===== src/rtl/rgb2hsl_pkg.sv =====
// shared types, constants and the division step for the rgb to hsl pixel unit
package rgb2hsl_pkg;

  typedef struct packed {
    logic [7:0] red;
    logic [7:0] green;
    logic [7:0] blue;
  } pixel_in_t;

  typedef struct packed {
    logic [7:0] hue;
    logic [7:0] saturation;
    logic [7:0] lightness;
  } pixel_out_t;

  localparam logic [1:0] DOM_RED   = 2'd0;
  localparam logic [1:0] DOM_GREEN = 2'd1;
  localparam logic [1:0] DOM_BLUE  = 2'd2;

  localparam int unsigned DIV_STEPS = 8;

  localparam logic [8:0] DEG_GREEN = 9'd120;
  localparam logic [8:0] DEG_BLUE  = 9'd240;
  localparam logic [8:0] DEG_FULL  = 9'd360;
  localparam logic [8:0] DEN_FOLD  = 9'd510;

  // floor(y / 3) = (y * 683) >> 11 for y below 768
  localparam logic [9:0] RECIP_THIRD = 10'd683;

  // one restoring divider lane: partial remainder, numerator bits still to
  // bring down, quotient bits so far
  typedef struct packed {
    logic [7:0] rem;
    logic [7:0] low;
    logic [7:0] quo;
  } div_lane_t;

  typedef struct packed {
    logic [7:0] light;
    logic       grey;
    logic [1:0] dom;
    logic       neg;
    logic [7:0] sat_den;
    logic [7:0] hue_den;
    div_lane_t  sat;
    div_lane_t  hue;
  } div_stage_t;

  function automatic div_lane_t div_step(div_lane_t s, logic [7:0] den);
    logic [8:0] t;
    div_lane_t  n;
    t     = {s.rem, s.low[7]};
    n.low = {s.low[6:0], 1'b0};
    if (t >= {1'b0, den}) begin
      n.rem = 8'(t - {1'b0, den});
      n.quo = {s.quo[6:0], 1'b1};
    end else begin
      n.rem = t[7:0];
      n.quo = {s.quo[6:0], 1'b0};
    end
    return n;
  endfunction

endpackage


===== src/rtl/rgb_to_hsl_pixel_unit.sv =====
// rgb to hsl pixel converter: twelve-stage pipeline with two bit-serial dividers
// One pixel may be started in every clock cycle and busy never rises; each
// result leaves on out_pixel with out_valid high for a single cycle exactly 12
// cycles after its start, in start order, and must be taken then since the
// receiver cannot stall. The latency is set by the two 8-bit restoring
// dividers (saturation and hue), which produce one quotient bit per stage,
// plus a min/max stage, a numerator stage, a hue angle stage and an output
// stage that scales degrees to the 0..254 hue byte. Grey pixels give zero
// hue and saturation.
module rgb_to_hsl_pixel_unit (
  input  logic                   clk,
  input  logic                   rst_n,
  input  logic                   start,
  output logic                   busy,
  input  rgb2hsl_pkg::pixel_in_t  in_pixel,
  output logic                   out_valid,
  output rgb2hsl_pkg::pixel_out_t out_pixel
);
  import rgb2hsl_pkg::*;

  localparam int unsigned LATENCY = DIV_STEPS + 4;

  // front stage: max, min, dominant channel, hue difference
  logic       s1_vld_r;
  logic [7:0] s1_light_r, s1_d_r, s1_den_r, s1_abs_r;
  logic       s1_grey_r, s1_neg_r;
  logic [1:0] s1_dom_r;

  logic [7:0] mx, mn;
  logic [8:0] sum, den_w;
  logic [8:0] diff;
  logic [1:0] dom;

  always_comb begin
    mx = in_pixel.red;
    mn = in_pixel.red;
    if (in_pixel.green > mx) mx = in_pixel.green;
    if (in_pixel.blue  > mx) mx = in_pixel.blue;
    if (in_pixel.green < mn) mn = in_pixel.green;
    if (in_pixel.blue  < mn) mn = in_pixel.blue;
    sum   = {1'b0, mx} + {1'b0, mn};
    den_w = (sum <= 9'd255) ? sum : (DEN_FOLD - sum);
    priority if (mx == in_pixel.red) begin
      dom  = DOM_RED;
      diff = {1'b0, in_pixel.green} - {1'b0, in_pixel.blue};
    end else if (mx == in_pixel.green) begin
      dom  = DOM_GREEN;
      diff = {1'b0, in_pixel.blue} - {1'b0, in_pixel.red};
    end else begin
      dom  = DOM_BLUE;
      diff = {1'b0, in_pixel.red} - {1'b0, in_pixel.green};
    end
  end

  assign busy = 1'b0;

  always_ff @(posedge clk) begin
    if (!rst_n) begin
      s1_vld_r <= 1'b0;
    end else begin
      s1_vld_r <= start && !busy;
    end
    s1_light_r <= sum[8:1];
    s1_d_r     <= mx - mn;
    s1_grey_r  <= (mx == mn);
    s1_den_r   <= den_w[7:0];
    s1_dom_r   <= dom;
    s1_neg_r   <= diff[8];
    s1_abs_r   <= diff[8] ? 8'(-diff) : diff[7:0];
  end

  // numerators and divider setup, grey forces harmless divisors
  logic [7:0]  sat_den, hue_den;
  logic [15:0] sat_num, hue_num;
  div_stage_t  dv_nxt [0:DIV_STEPS];
  div_stage_t  dv_r   [0:DIV_STEPS];
  logic [DIV_STEPS:0] dv_vld_r;

  always_comb begin
    sat_den = s1_grey_r ? 8'd1 : s1_den_r;
    hue_den = s1_grey_r ? 8'd1 : s1_d_r;
    sat_num = s1_grey_r ? 16'd0 : ({s1_d_r, 8'd0} - {8'd0, s1_d_r});
    hue_num = s1_grey_r ? 16'd0 : ({2'b00, s1_abs_r, 6'd0} - {6'd0, s1_abs_r, 2'b00});
    dv_nxt[0].light   = s1_light_r;
    dv_nxt[0].grey    = s1_grey_r;
    dv_nxt[0].dom     = s1_dom_r;
    dv_nxt[0].neg     = s1_neg_r;
    dv_nxt[0].sat_den = sat_den;
    dv_nxt[0].hue_den = hue_den;
    dv_nxt[0].sat     = '{rem: sat_num[15:8], low: sat_num[7:0], quo: 8'd0};
    dv_nxt[0].hue     = '{rem: hue_num[15:8], low: hue_num[7:0], quo: 8'd0};
  end

  for (genvar k = 1; k <= DIV_STEPS; k++) begin : g_div
    always_comb begin
      dv_nxt[k]     = dv_r[k-1];
      dv_nxt[k].sat = div_step(dv_r[k-1].sat, dv_r[k-1].sat_den);
      dv_nxt[k].hue = div_step(dv_r[k-1].hue, dv_r[k-1].hue_den);
    end
  end

  always_ff @(posedge clk) begin
    if (!rst_n) begin
      dv_vld_r <= '0;
    end else begin
      dv_vld_r <= {dv_vld_r[DIV_STEPS-1:0], s1_vld_r};
    end
    for (int i = 0; i <= DIV_STEPS; i++) begin
      dv_r[i] <= dv_nxt[i];
    end
  end

  // hue angle in degrees, then times 17
  div_stage_t dq;
  logic [8:0]  adj, deg;
  logic [12:0] prod17_nxt;
  logic        hs_vld_r;
  logic [12:0] prod17_r;
  logic [7:0]  hs_sat_r, hs_light_r;

  always_comb begin
    dq  = dv_r[DIV_STEPS];
    adj = {1'b0, dq.hue.quo} + {8'd0, (dq.hue.rem != 8'd0)};
    unique case (dq.dom)
      DOM_RED:   deg = dq.neg ? (DEG_FULL - adj) : {1'b0, dq.hue.quo};
      DOM_GREEN: deg = dq.neg ? (DEG_GREEN - adj) : (DEG_GREEN + {1'b0, dq.hue.quo});
      DOM_BLUE:  deg = dq.neg ? (DEG_BLUE - adj) : (DEG_BLUE + {1'b0, dq.hue.quo});
      default:   deg = 9'd0;
    endcase
    if (dq.grey) deg = 9'd0;
    prod17_nxt = {deg, 4'd0} + {4'd0, deg};
  end

  always_ff @(posedge clk) begin
    if (!rst_n) begin
      hs_vld_r <= 1'b0;
    end else begin
      hs_vld_r <= dv_vld_r[DIV_STEPS];
    end
    prod17_r   <= prod17_nxt;
    hs_sat_r   <= dq.grey ? 8'd0 : dq.sat.quo;
    hs_light_r <= dq.light;
  end

  // deg * 255 / 360 = ((deg * 17) >> 3) / 3
  logic [19:0] third;
  logic        out_vld_r;
  pixel_out_t  out_r;

  assign third = {10'd0, prod17_r[12:3]} * {10'd0, RECIP_THIRD};

  always_ff @(posedge clk) begin
    if (!rst_n) begin
      out_vld_r <= 1'b0;
    end else begin
      out_vld_r <= hs_vld_r;
    end
    out_r.hue        <= third[18:11];
    out_r.saturation <= hs_sat_r;
    out_r.lightness  <= hs_light_r;
  end

  assign out_valid = out_vld_r;
  assign out_pixel = out_r;

  a_latency : assert property (@(posedge clk) disable iff (!rst_n)
    start |-> ##LATENCY out_valid)
    else $error("started item did not come out after the pipeline latency");

  a_no_spurious : assert property (@(posedge clk) disable iff (!rst_n)
    !start |-> ##LATENCY !out_valid)
    else $error("result strobe without a started item");

  a_hue_range : assert property (@(posedge clk) disable iff (!rst_n)
    out_valid |-> (out_pixel.hue <= 8'd254))
    else $error("hue byte out of range");

  a_div_rem : assert property (@(posedge clk) disable iff (!rst_n)
    dv_vld_r[DIV_STEPS] |-> (dq.sat.rem < dq.sat_den) && (dq.hue.rem < dq.hue_den))
    else $error("divider remainder not below divisor");

endmodule

===== config.mk =====
export PLATFORM = sky130hd
export DESIGN_NAME = rgb_to_hsl_pixel_unit
export DESIGN_NICKNAME = d
export VERILOG_FILES = /design/src/rtl/rgb2hsl_pkg.sv /design/src/rtl/rgb_to_hsl_pixel_unit.sv
export SDC_FILE = /design/constraint.sdc
export NUM_CORES = 1
export LEC_CHECK = 0
export BUFFER_PORTS_ARGS = -buffer_cell sky130_fd_sc_hd__clkbuf_2
export CAP_MARGIN = 20
export CORE_MARGIN = 4
export CORE_UTILIZATION = 26
export DETAILED_ROUTE_END_ITERATION = 7
export PLACE_DENSITY_LB_ADDON = 0.05
export REMOVE_ABC_BUFFERS = 1
export SYNTH_ARGS = -nofsm -noshare
export SYNTH_HDL_FRONTEND = slang
export SYNTH_SLANG_ARGS = --single-unit

===== constraint.sdc =====
create_clock -name clk -period 5.7 [get_ports clk]
set_input_delay 0.57 -clock clk [delete_from_list [all_inputs] [get_ports clk]]
set_output_delay 0.57 -clock clk [all_outputs]
set_load 0.01 [all_outputs]

### Yosys cells after proc, flatten, opt, wreduce, memory -nomap -nowiden

Memory sizes are Yosys's and may differ from the RTL's.
Cells that the tools add are included.

* flip-flop bits (word level): 101
* bits in writable memories: 684
* input port bits: 27
* output and inout bits: 26
* word-level logic and storage cells: 129
* memories: 1

Memories
* dv_r: depth 9, width 76, rd ports 9, clocked after Yosys merged registers in 0, wr ports 9, RTL line rgb_to_hsl_pixel_unit.sv:76 `div_stage_t dv_r [0:DIV_STEPS];`

* $add $sub $neg: 32
* multiply operators: 1
* magnitude comparators: 21
* equal/unequal tests: 5
* muxes and demuxes: 50
* reduce and logical (&&, ||, !) cells: 2

Operators by type and width (number)
* two-way mux 8 bit: 24
* >= comparator 9 x 8 -> 1 bit: 16
* subtractor 8 bit: 17
* two-way mux 9 bit: 6
* two-way mux 16 bit: 2
* case mux 9 bit (3 select lines): 1
* subtractor 8 x 8 -> 9 bit: 3
* equality test 8 bit: 3
* multiplier 10 x 10 -> 19 bit, second input constant: 1
* greater-than comparator 8 bit: 2
* less-than comparator 8 bit: 2
* two-way mux 1 bit: 16
* subtractor 16 x 8 -> 16 bit: 1
* subtractor 14 x 10 -> 15 bit: 1
* adder 13 x 9 -> 13 bit: 1
* adder 7 x 8 -> 9 bit, first input constant: 1
* adder 8 x 1 -> 9 bit: 1
* adder 8 x 8 -> 9 bit: 1
* adder 8 x 8 -> 9 bit, first input constant: 1
* less-or-equal comparator 9 x 8 -> 1 bit, second input constant: 1
* subtractor 7 x 9 -> 9 bit, first input constant: 1
* subtractor 8 x 9 -> 9 bit, first input constant: 1
* subtractor 9 bit, first input constant: 1
* negator 8 bit: 1
* other kinds (6): 6

### Depth between registers and ports, before layout

Gate-level depths: netlist of run 1.

* depth after elaboration: 9
* mapped depth: 32

### Worst setup path after synthesis of run 1

No wires, ideal clock.

* kind: input to register
* from: input in_pixel[9] in the netlist's numbering
* to: register s1_den_r[6]
* setup time: 127 ps
* arrival: 5857 ps
* required time: 5573 ps
* slack: -284 ps
* cell stages on the path: 28
* path through: inv_1 ha_1 nor2b_1 o211ai_2 a31oi_1 o22a_1 clkbuf_1 a21oi_1 ha_1 a21o_1 a221o_1 a21o_1 and2_1 buf_6 a21boi_0 inv_1 fa_1 inv_1 a21oi_1 o21bai_1 a21o_1 nand2_1 a21boi_0 nor2_1 and3_1 a31oi_1 a41oi_1 xor2_1

* longest elaborated chain between the ends: 7

Ends and longest elaborated chain
* start, declared: RTL line rgb_to_hsl_pixel_unit.sv:15 `input rgb2hsl_pkg::pixel_in_t in_pixel,`
* greater-than comparator 8 bit or less-than comparator 8 bit (tied branches): RTL line rgb_to_hsl_pixel_unit.sv:37, rgb_to_hsl_pixel_unit.sv:39
* two-way mux 8 bit, on equally long branches: RTL line rgb_to_hsl_pixel_unit.sv:37, rgb_to_hsl_pixel_unit.sv:39
* greater-than comparator 8 bit or less-than comparator 8 bit (tied branches): RTL line rgb_to_hsl_pixel_unit.sv:38, rgb_to_hsl_pixel_unit.sv:40
* two-way mux 8 bit, on equally long branches: RTL line rgb_to_hsl_pixel_unit.sv:38, rgb_to_hsl_pixel_unit.sv:40
* adder 8 x 8 -> 9 bit (*): RTL line rgb_to_hsl_pixel_unit.sv:41 `sum = {1'b0, mx} + {1'b0, mn};`
* named net sum[6]: RTL line rgb_to_hsl_pixel_unit.sv:30 `logic [8:0] sum, den_w;`
* subtractor 8 bit or less-or-equal comparator 9 x 8 -> 1 bit (tied branches): RTL line rgb_to_hsl_pixel_unit.sv:42 `den_w = (sum <= 9'd255) ? sum : (DEN_FOLD - sum);`
* two-way mux 8 bit (*): RTL line rgb_to_hsl_pixel_unit.sv:42
* named net den_w[6]: RTL line rgb_to_hsl_pixel_unit.sv:30
* end signal, assigned: RTL line rgb_to_hsl_pixel_unit.sv:66 `s1_den_r <= den_w[7:0];`
* end, declared: RTL line rgb_to_hsl_pixel_unit.sv:25 `logic [7:0] s1_light_r, s1_d_r, s1_den_r, s1_abs_r;`

The timed path passes the listed nets; every way through them passes the cells marked *.
A chain may end at the register's enable or synchronous reset.

### Worst setup path after layout of run 1

* from: input in_pixel[9] in the netlist's numbering
* to: register s1_den_r[6]

* longest elaborated chain between the ends: 7

Ends and longest elaborated chain (RTL line)
* greater-than comparator 8 bit or less-than comparator 8 bit (tied branches): rgb_to_hsl_pixel_unit.sv:37, rgb_to_hsl_pixel_unit.sv:39
* two-way mux 8 bit, on equally long branches: rgb_to_hsl_pixel_unit.sv:37, rgb_to_hsl_pixel_unit.sv:39
* greater-than comparator 8 bit or less-than comparator 8 bit (tied branches): rgb_to_hsl_pixel_unit.sv:38, rgb_to_hsl_pixel_unit.sv:40
* two-way mux 8 bit, on equally long branches: rgb_to_hsl_pixel_unit.sv:38, rgb_to_hsl_pixel_unit.sv:40
* adder 8 x 8 -> 9 bit (*): rgb_to_hsl_pixel_unit.sv:41
* named net sum[7]: rgb_to_hsl_pixel_unit.sv:30
* less-or-equal comparator 9 x 8 -> 1 bit (*): rgb_to_hsl_pixel_unit.sv:42
* two-way mux 8 bit (*): rgb_to_hsl_pixel_unit.sv:42
* named net den_w[6]: rgb_to_hsl_pixel_unit.sv:30

Marks and branches as above.

==> metrics.yaml, run 1 <==
die:
  initial_core_util_pct: 26.3
  die_h_um: 316
  io_pins: 53
  die_x_um: 316
  std_cell_rows: 112
  coreArea_sq_um: 93700
  die_area_sq_um: 100000
layout:
  mostFrequentLayoutCells: "dfxtp_1 (589), inv_1 (366), ha_1 (262)"
  finalNetCount: 3002
  utilization_pct: 31.6
  area_delta_synth_final_pct: 20.0
  mostFrequentLayoutCell: "dfxtp_1"
  n_antenna_cell: 0
  layout-drive-gt1-share_pct: 10.9
  fin_area_sq_um: 29600
drt:
  route.detailed.drc: 0
  vias: 16577
  routedWlPerCell_um: 13.1
  dr.pass1.iters: 4
  first_iter_violations: 467
  vias_per_cell: 4.17
  wirelength_um: 52300
  ant_nets: 0
timing:
  layout_min_cycle_time_ps: 5360
  hold_slack_ps: 179
  slew_headroom_pct: 33.0
  finalCritPeriodShare_pct: 94.0
  final_max_slew_viol_count: 0
  setup_violations: 0
  hold_viol: 0
  rsz0062_at_grt: "false"
  finClkSkew_ps: 18.7
  tightest_slew_ps: 1000
  fmax_mhz: 187
yosys:
  synth-main-ff-cell: "dfxtp_1"
  synth_edf_count: 0
  synth_cells: 2480
  async_reset_ff_share_pct: 0
  ys_ff_latch: 589
  ys_seq_area_share_pct: 47.8
  synth_area_sq_um: 24700
  yosys_warnings: 0
  ys_types: 72
  syn_avg_cell_area_sq_um: 9.96
setup_path:
  max_stage_delay_ps: 340
  critical_path_class: "input port to flip-flop"
  cp-end-kind: "flip-flop"
  required_ps: 6230
  cp.arrival_ps: 5890
  cp_slowest_cell: "a221o_1"
  cp_max_fo: 9
  cp-start-kind: "input port"
run_status:
  status: "finished clean"
clocking:
  clock_latency_ps: 610
  cts_sinks: 589
  cts_buffers: 71
  cts_tree: "yes"
  clk_pin_slew_ps: 60
  cts_max_path_buffers: 3
  post-cts-setup-buffers: 0
  htree_levels: 3
  cts_root_buf: "clkbuf_16"
worst_hold_path:
  hold_path.class: "input port to flip-flop"
place:
  placed_cell_area_sq_um: 27100
  place_hpwl_um: 40900
  io_buffers: 51
  gp_congestion: 0.829
global_routing:
  antenna_found_initial: 0
  grt_usage_pct: 10.6
  grt_pass1_wl_um: 86400
  grt_max_degree: 45
  grt_pass1_vias: 17374
  gr-total-overflow: 0
run:
  timing.max_cap.violations: 0
[cells in the mapped netlist, drive strengths merged, types with 35 or more instances]
cell type / n / area [sq um]
fa: 42 / 841
a21oi: 109 / 546
dfxtp: 589 / 11800
xnor2: 92 / 806
nand4: 35 / 219
ha: 263 / 3290
nor2: 118 / 443
inv: 366 / 1370
nand2: 151 / 574
o21ai: 194 / 971
nor2b: 69 / 432
xor2: 67 / 587
[logic make-up after synthesis]
kind of cell	synth area share (%)
AO/OA/AOI/OAI	11.9
flip-flops	47.8
adder cells (fa/ha/maj)	16.8
XOR/XNOR	5.64
other	0.0152
multiplexers	1.23
AND/OR/NAND/NOR	10.4
buffers and inverters	6.25
[routing by layer]
layer / global-route usage, % / up-vias / part of all wire (%)
met4: 4.46 / 0 / 3.3
met5: 0 / - / 0
met3: 1.96 / 112 / 3.2
met2: 18.8 / 204 / 48
li1: - / 8626 / -
met1: 12.6 / 7635 / 45
[per-stage QoR]
stage | setup TNS [ps] | setup slack, ps | std cells
after global placement | -1410 | -319 | 3851
after global routing | 0 | 6.04 | 3979
final | 0 | 341 | 3979
after detailed placement | -2300 | -370 | 3851
after floorplan | -3400 | -639 | 2442
after CTS | 0 | 251 | 3979
[critical path, delay by kind of cell]
family | cells | cell delay (ps)
adder cells (fa/ha/maj) | 3 | 950
AO/OA/AOI/OAI | 14 | 2720
XOR/XNOR | 2 | 330
buffers and inverters | 7 | 850
AND/OR/NAND/NOR | 5 | 450
[final timing paths]
kind | depth (start not counted) | endpoint | slack (ps) | from
setup / recovery | 31 | s1_den_r[6] | 340 | in_pixel[9]
setup reg to reg | 22 | prod17_r[10] | 650 | dv_r[0][625]
hold reg to reg | 0 | dv_r[0][191] | 320 | dv_r[0][114]
hold / removal | 2 | s1_vld_r | 180 | start
[state kept, by name, summed over array words and instances, names as in the netlist, 2 cells and up]
name and flops:
dv_r 492, out_pixel 24, prod17_r 10, dv_vld_r 9, hs_light_r 8, hs_sat_r 8
s1_abs_r 8, s1_den_r 8, s1_light_r 8, s1_d_r 7, s1_dom_r 2
[timing repair]
| item | in CTS | in global routing |
|---|---|---|
| endpoints found under the setup margin | 0 | 5 |
| hold buffers | 0 | 0 |
| resized for setup | 0 | 14 |
| endpoints found under the hold margin | 0 | 0 |
[layout make-up]
type	instances	area, sq um
clock inverter	30	417
clock buffer	98	2040
timing repair buffer	155	1040
inverter	367	1380
tap	1254	1570
multi-input combinational	1486	11400
fill	9589	64100
sequential	589	11800
Power of run 1 is not shown: default switching activity piles up to over one toggle a cycle in this logic, so the estimate is an artifact.
==> run 2: changes to the inputs <==
BUFFER_PORTS_ARGS = not set   (was -buffer_cell sky130_fd_sc_hd__clkbuf_2)
DONT_BUFFER_PORTS = 1   (was not set)
TNS_END_PERCENT = 1   (was not set)
==> metrics.yaml, run 2 (same netlist as run 1, synthesis figures left out) <==
clocking:
  cts_resized: 0
  clk_pin_slew_ps: 60
  cts_root_buf: "clkbuf_16"
  cts-hold-fix-buffers: 0
  clock_latency_ps: 600
  post-cts-setup-buffers: 0
  cts_buffers: 72
  htree_levels: 3
  cts_tree: "yes"
  cts_sinks: 589
  cts_max_path_buffers: 3
drt:
  vias: 16287
  dr.pass1.iters: 5
  routedWlPerCell_um: 13.5
  wirelength_um: 52500
  ant_nets: 0
  vias_per_cell: 4.17
  first_iter_violations: 528
  route.detailed.drc: 0
global_routing:
  antenna_found_initial: 0
  grt_pass1_wl_um: 86500
  gr-total-overflow: 0
  grt_max_degree: 38
  grt_usage_pct: 10.7
  grt_pass1_vias: 17298
layout:
  mostFrequentLayoutCells: "dfxtp_1 (589), inv_1 (366), ha_1 (263)"
  area_delta_synth_final_pct: 18.4
  n_antenna_cell: 0
  fillers: 9631
  multi_input_area_sq_um: 11400
  seqCellArea_sq_um: 11800
  largest_reg_flops: 492
  mostFrequentLayoutCell: "dfxtp_1"
  layout-drive-gt1-share_pct: 8.04
  top_regs: "dv_r x492, out_pixel x24, prod17_r x10"
  finalNetCount: 2922
  utilization_pct: 31.2
  largest_register: "dv_r"
run:
  timing.max_cap.violations: 0
die:
  die_area_sq_um: 100000
  initial_core_util_pct: 26.3
  coreArea_sq_um: 93700
  die_x_um: 316
  std_cell_rows: 112
  die_h_um: 316
  io_pins: 53
timing:
  fmax_mhz: 190
  rsz0062_at_grt: "true"
  slew_headroom_pct: 31.5
  finClkSkew_ps: 11.0
  finalCritPeriodShare_pct: 92.2
  setup_violations: 0
  final_max_slew_viol_count: 0
  layout_min_cycle_time_ps: 5260
  hold_viol: 0
  tightest_slew_ps: 1030
place:
  io_buffers: 0
  gp_congestion: 0.813
  place_hpwl_um: 40900
worst_hold_path:
  hold_path.class: "input port to flip-flop"
  hold_depth: 1
setup_path:
  cp_slowest_cell: "a2111o_1"
  cp.arrival_ps: 5780
  cp-start-kind: "input port"
  r2r_end: "prod17_r[11]"
  cp_max_fo: 13
  cp-end-kind: "flip-flop"
  critPathCapture: "s1_den_r[6]"
  ff2ff_path_depth: 22
  critical_path_class: "input port to flip-flop"
  regToRegStartpoint: "dv_r[0][625]"
  rrSetupSlack_ps: 640
  max_stage_delay_ps: 380
  required_ps: 6220
  crit_start: "in_pixel[9]"
run_status:
  status: "finished clean"
==> run 2: worst min path at each step <==
stage,start,end,slack [ps]
6_report,rst_n,out_valid,80
3_5_place_dp,dv_r[0][35],dv_r[0][112],310
4_1_cts,rst_n,out_valid,20
2_1_floorplan,dv_r[0][32],dv_r[0][109],310
5_1_grt,rst_n,dv_vld_r[3],30
3_3_place_gp,dv_r[0][529],dv_r[0][605],310
==> run 2: final cells by class <==
class	instances	area share, %
clock buffers	112	7.73
clock inverters	21	1.07
inverters	367	4.71
multi-input cells	1486	38.9
flip-flops and latches	589	40.3
well taps	1254	5.37
repair buffers	74	1.89
==> run 2: worst max-delay path: cells and delay by family <==
family	cells	cell delay [ps]
adders and majority gates	3	850
AOI/OAI and AO/OA	15	2300
xor gates and xnor gates	2	340
buffers and inverters	6	850
muxes	1	280
and+or+nand+nor	5	560
==> run 2: metal layers <==
metal  vias to the layer above  track usage, %  routed length [um]
met2                       208            18.6               25300
met5                         -               0                   0
met4                         0            4.73                2000
li1                       8470               -                   -
met3                       118            2.36                1910
met1                      7491            12.7               23300
==> run 2: stage by stage <==
stage / hold slack, ps / cell area (sq um) / TNS [ps] / setup slack, ps / cells
final: 84.6 / 29200 / 0 / 443 / 3903
after global routing: 31.6 / 29200 / -17.1 / -17.1 / 3903
after CTS: 18.3 / 29200 / 0 / 323 / 3902
after detailed placement: 312 / 26600 / -735 / -212 / 3769
after global placement: 310 / 26600 / -574 / -167 / 3769
after floorplan: 310 / 24500 / -3400 / -639 / 2442
Power of run 2 is left out for the same reason.
